[config.mk]
export PLATFORM = sky130hd
export DESIGN_NAME = rsl_ram
export DESIGN_NICKNAME = d
export VERILOG_FILES = /design/src/design/rsl_ram.sv
export SDC_FILE = /design/constraint.sdc
export NUM_CORES = 1
export LEC_CHECK = 0
export BUFFER_PORTS_ARGS = -buffer_cell sky130_fd_sc_hd__buf_2
export CORE_MARGIN = 2
export CORE_UTILIZATION = 54
export DETAILED_ROUTE_END_ITERATION = 6
export PLACE_DENSITY = 0.74
export SYNTH_ARGS = -nofsm -noshare
export SYNTH_HDL_FRONTEND = slang
export SYNTH_SLANG_ARGS = --single-unit
[constraint.sdc]
create_clock -name clk_i -period 1.6 [get_ports clk_i]
set_input_delay 0.08 -clock clk_i [delete_from_list [all_inputs] [get_ports clk_i]]
set_output_delay 0.08 -clock clk_i [all_outputs]
set_load 0.005 [all_outputs]
[src/design/rsl_ram.sv]
`default_nettype none
module rsl_ram #(
  parameter int WIDTH = 8,
  parameter int DEPTH = 16
) (
  input  wire logic                     clk_i,
  input  wire logic                     we_i,
  input  wire logic [$clog2(DEPTH)-1:0] waddr_i,
  input  wire logic [WIDTH-1:0]         wdata_i,
  input  wire logic [$clog2(DEPTH)-1:0] raddr_i,
  output logic      [WIDTH-1:0]         rdata_o
);

  logic [WIDTH-1:0] mem_q [DEPTH];

  always_ff @(posedge clk_i) begin
    if (we_i) begin
      mem_q[waddr_i] <= wdata_i;
    end
    rdata_o <= mem_q[raddr_i];
  end

endmodule
`default_nettype wire

* Word level (Yosys, flattened, before mapping)
Memories as Yosys holds them, arrays and structs flattened. A register that Yosys moved wholly into a read port is not among the register bits.
Index checks and enable logic that the tools add are counted.
** Word-level totals
- Bits in registers :: 0
- Output and inout port bits :: 8
- Memories :: 1
- RAM bits :: 128
** Cells by class
- Muxes and demuxes :: 2
** Memory list
- mem_q :: words 16, bits a word 8, rd ports 1, clocked after Yosys merged registers in 1, wr ports 1, RTL line 14 : logic [WIDTH-1:0] mem_q [DEPTH];
** Operators with widths (number)
- 1-bit 2-to-1 mux :: 2

* Depth between registers and ports, before layout
- Depth after elaboration :: 2
- Gate-level depth with buffers :: 5

* Least setup slack after synthesis
No wires, ideal clock.
- Path type :: input -> register
- From :: in waddr_i[2]
- To :: mem mem_q[0][0] (enable)
- Arrival :: 1190 ps
- Data required time :: 1217 ps
- Path slack :: 27 ps
- Cell stages on the path :: 2
- Cells stage by stage :: or3b_2 -> nor3_1
** RTL lines
- start, declared :: RTL line 8 : input wire logic [$clog2(DEPTH)-1:0] waddr_i,
- end, declared :: RTL line 14
Straight into the memory's write port.

==> flow_summary_export.csv <==
group,metric,value,unit
run,max_cap_viol_count,0,
logic_synthesis,syn_nets,247,
sta,clock_skew,6.316,ps
logic_synthesis,syn_inst,229,
power,powerDensity,1334,nW/µm²
logic_synthesis,seq_area_frac_synth,77.78,%
sta,drv_slew,0,
route,via_per_inst,5.783,
logic_synthesis,async_reset_ff_share,0,%
placed_design,io_buffers,25,
critical_path,rr_endpoint,"rdata_o[7]",
cts,clockBufferDepth,2,
route,drtAntennaViolNets,0,
route,drc,0,
sta,tightest_slew,406.5,ps
critical_path,cp-startpoint,"mem_q[11][7]",
cts,cts_resized,0,
critical_path,reg2reg_slack,200,ps
power,power.leakage,2.179,nW
route,drtPass1Iterations,4,
logic_synthesis,synthesis.area,5147,µm²
global_routing,grt_max_degree,22,
placed_design,gp_congestion,0.7978,
floorplan,core_area,9240,µm²
sta,setup_violations,0,
route,wl_per_cell,22.75,µm
critical_path,r2r_cells,3,
critical_path,critical_path_class,"register to register",
sta,rsz0062_at_grt,"false",
logic_synthesis,synth_most_common_cell,"edfxtp_1",
sta,period_share,87.52,%
critical_path,cp_max_fo,1,
sta,period_needed,1400,ps
critical_path,cp-end-kind,"register",
critical_path,required,1990,ps
outcome,outcome,"finished clean",
cts,numCtsBuffers,17,
logic_synthesis,synth_flop_cell,"edfxtp_1",
global_routing,grt_util_all_layers,21.55,%
hold_path,min_path_cells,3,
layout,stdcell_count,438,
power,irDropWorstVdd,0.0008282,V
global_routing,antenna_found_initial,0,
floorplan,initial_core_util,55.71,%
route,drt_iter0_drc,224,
placed_design,placed_cells,399,
floorplan,die_w,101.6,µm
layout,diodes,0,
sta,max_freq,714.1,MHz
hold_path,min_from,"waddr_i[1]",
cts,clock_latency,520,ps
cts,tritoncts,"yes",
logic_synthesis,synthTopCellsByArea,"edfxtp_1 75%, mux4_2 7.9%, mux4_1 7.1%",
global_routing,grt-ovfl-total,0,
logic_synthesis,netlist.area_leader.share,74.67,%
logic_synthesis,synth_cell_type_count,19,
logic_synthesis,synth-seq-cells,136,
hold_path,hp-class,"primary input to register",
sta,hold_viol,0,
cts,clock_sinks,136,
critical_path,crit_arrival,1790,ps
floorplan,fp.dieH,101.6,µm
logic_synthesis,synth_top_cell_by_area,"edfxtp_1",
floorplan,die-area,10330,µm²
layout,area_delta_synth_final,21.83,%
global_routing,grt_pass1_wl,14.96,mm
cts,htreeDepth,4,
placed_design,dp_hpwl,6.389,mm
layout,fin_nets,315,
cts,path_clk_slew,60,ps
critical_path,r2r_start,"mem_q[11][7]",
logic_synthesis,synth_edf_count,128,
route,vias,2533,
cts,cts_setup_buffers,0,
floorplan,ios,26,
cts,cts_root_buf,"clkbuf_8",
layout,drive_above_1_share,32.04,%
hold_path,whs_endpoint,"mem_q[4][5]",
floorplan,rows,35,
sta,fin_setup_tns,0,ps
logic_synthesis,synth_area_per_cell,22.48,µm²
logic_synthesis,yosys_warnings,0,
critical_path,start_kind,"register",
logic_synthesis,synthTopCellsByCount,"128 x edfxtp_1, 18 x mux4_2, 16 x a22oi_1",
global_routing,grt_pass1_vias,2474,
route,wl,9.964,mm
sta,relSlewSlack,72.90,%
## metrics by stage
step / util, % / total power, mW / instance area [µm²] / hold WS [ps] / setup slack [ps]
floorplan: - / 4.278 / 5147 / 178.9 / 27.13
global placement: 60.39 / 4.454 / 5580 / 457.8 / 23.53
detailed placement: 60.39 / 4.469 / 5580 / 456.6 / 17.90
CTS: 67.87 / 8.425 / 6271 / 79.16 / 179.7
global route: 67.87 / 8.606 / 6271 / 96.31 / 120.8
finish: 67.87 / 8.363 / 6271 / 100.1 / 199.7
## placed cells by master (no fill, tap or decap), types with 4 or more instances in the layout
master / Yosys / final
mux4_2: 18 / 18
buf_4: 1 / 23
bufinv_16: 0 / 4
nor3_1: 4 / 4
nor2_1: 13 / 13
mux4_1: 14 / 14
nand2_1: 9 / 9
a22oi_1: 16 / 16
clkinv_2: 0 / 4
clkbuf_8: 0 / 4
dfxtp_1: 8 / 8
dlygate4sd3_1: 0 / 8
buf_2: 3 / 25
edfxtp_1: 128 / 128
clkbuf_16: 0 / 16
## logic make-up (layout without fill, tap and decap cells)
kind of cell,count (synthesis),count (layout),share of synthesized area (%)
multiplexers,32,32,15.02
AND/OR/NAND/NOR,35,35,3.184
flip-flops,136,136,77.78
AO/OA/AOI/OAI,16,16,2.334
buffers and inverters,10,90,1.677
## routing by layer
metal,up-vias,track usage (%),routed length (µm)
met5,-,0,0
met4,0,7.173,138
met3,14,6.763,639
met2,110,32.84,5044
met1,1298,30.16,4142
li1,1111,-,-
## cell type report
cell class | count | area (µm²)
clock buffers | 22 | 462.9
clock inverters | 9 | 147.6
fillers | 585 | 2969
multi-input cells | 83 | 1057
flip-flops and latches | 136 | 4004
well taps | 129 | 161.4
repair buffers | 59 | 437.9
## worst max-delay path: stages, from the launching register on
cell,delay (ps)
edfxtp_1,360
mux4_2,460
a22oi_1,380
nand2_1,80
## state kept, by name, summed over array words and instances, names as in the netlist
signal	flops
mem_q	128
rdata_o	8
## worst max path at each step
stage / end / slack (ps)
floorplan: mem_q[0][0] / 30
global placement: rdata_o[7] / 20
detailed placement: rdata_o[7] / 20
CTS: rdata_o[7] / 180
global route: rdata_o[7] / 120
finish: rdata_o[7] / 200
## where the power goes
part,switching [mW],internal (mW)
clock,1.32,2.63
sequential,0.0259,3.98
combinational,0.212,0.184
total,1.56,6.80
## repair_timing
action                                 4_1_cts  5_1_grt
hold buffers                                 8        0
setup endpoints to repair                    0        0
endpoints found under the hold margin      128        0
No activity file was read; power rests on OpenSTA's default activity.
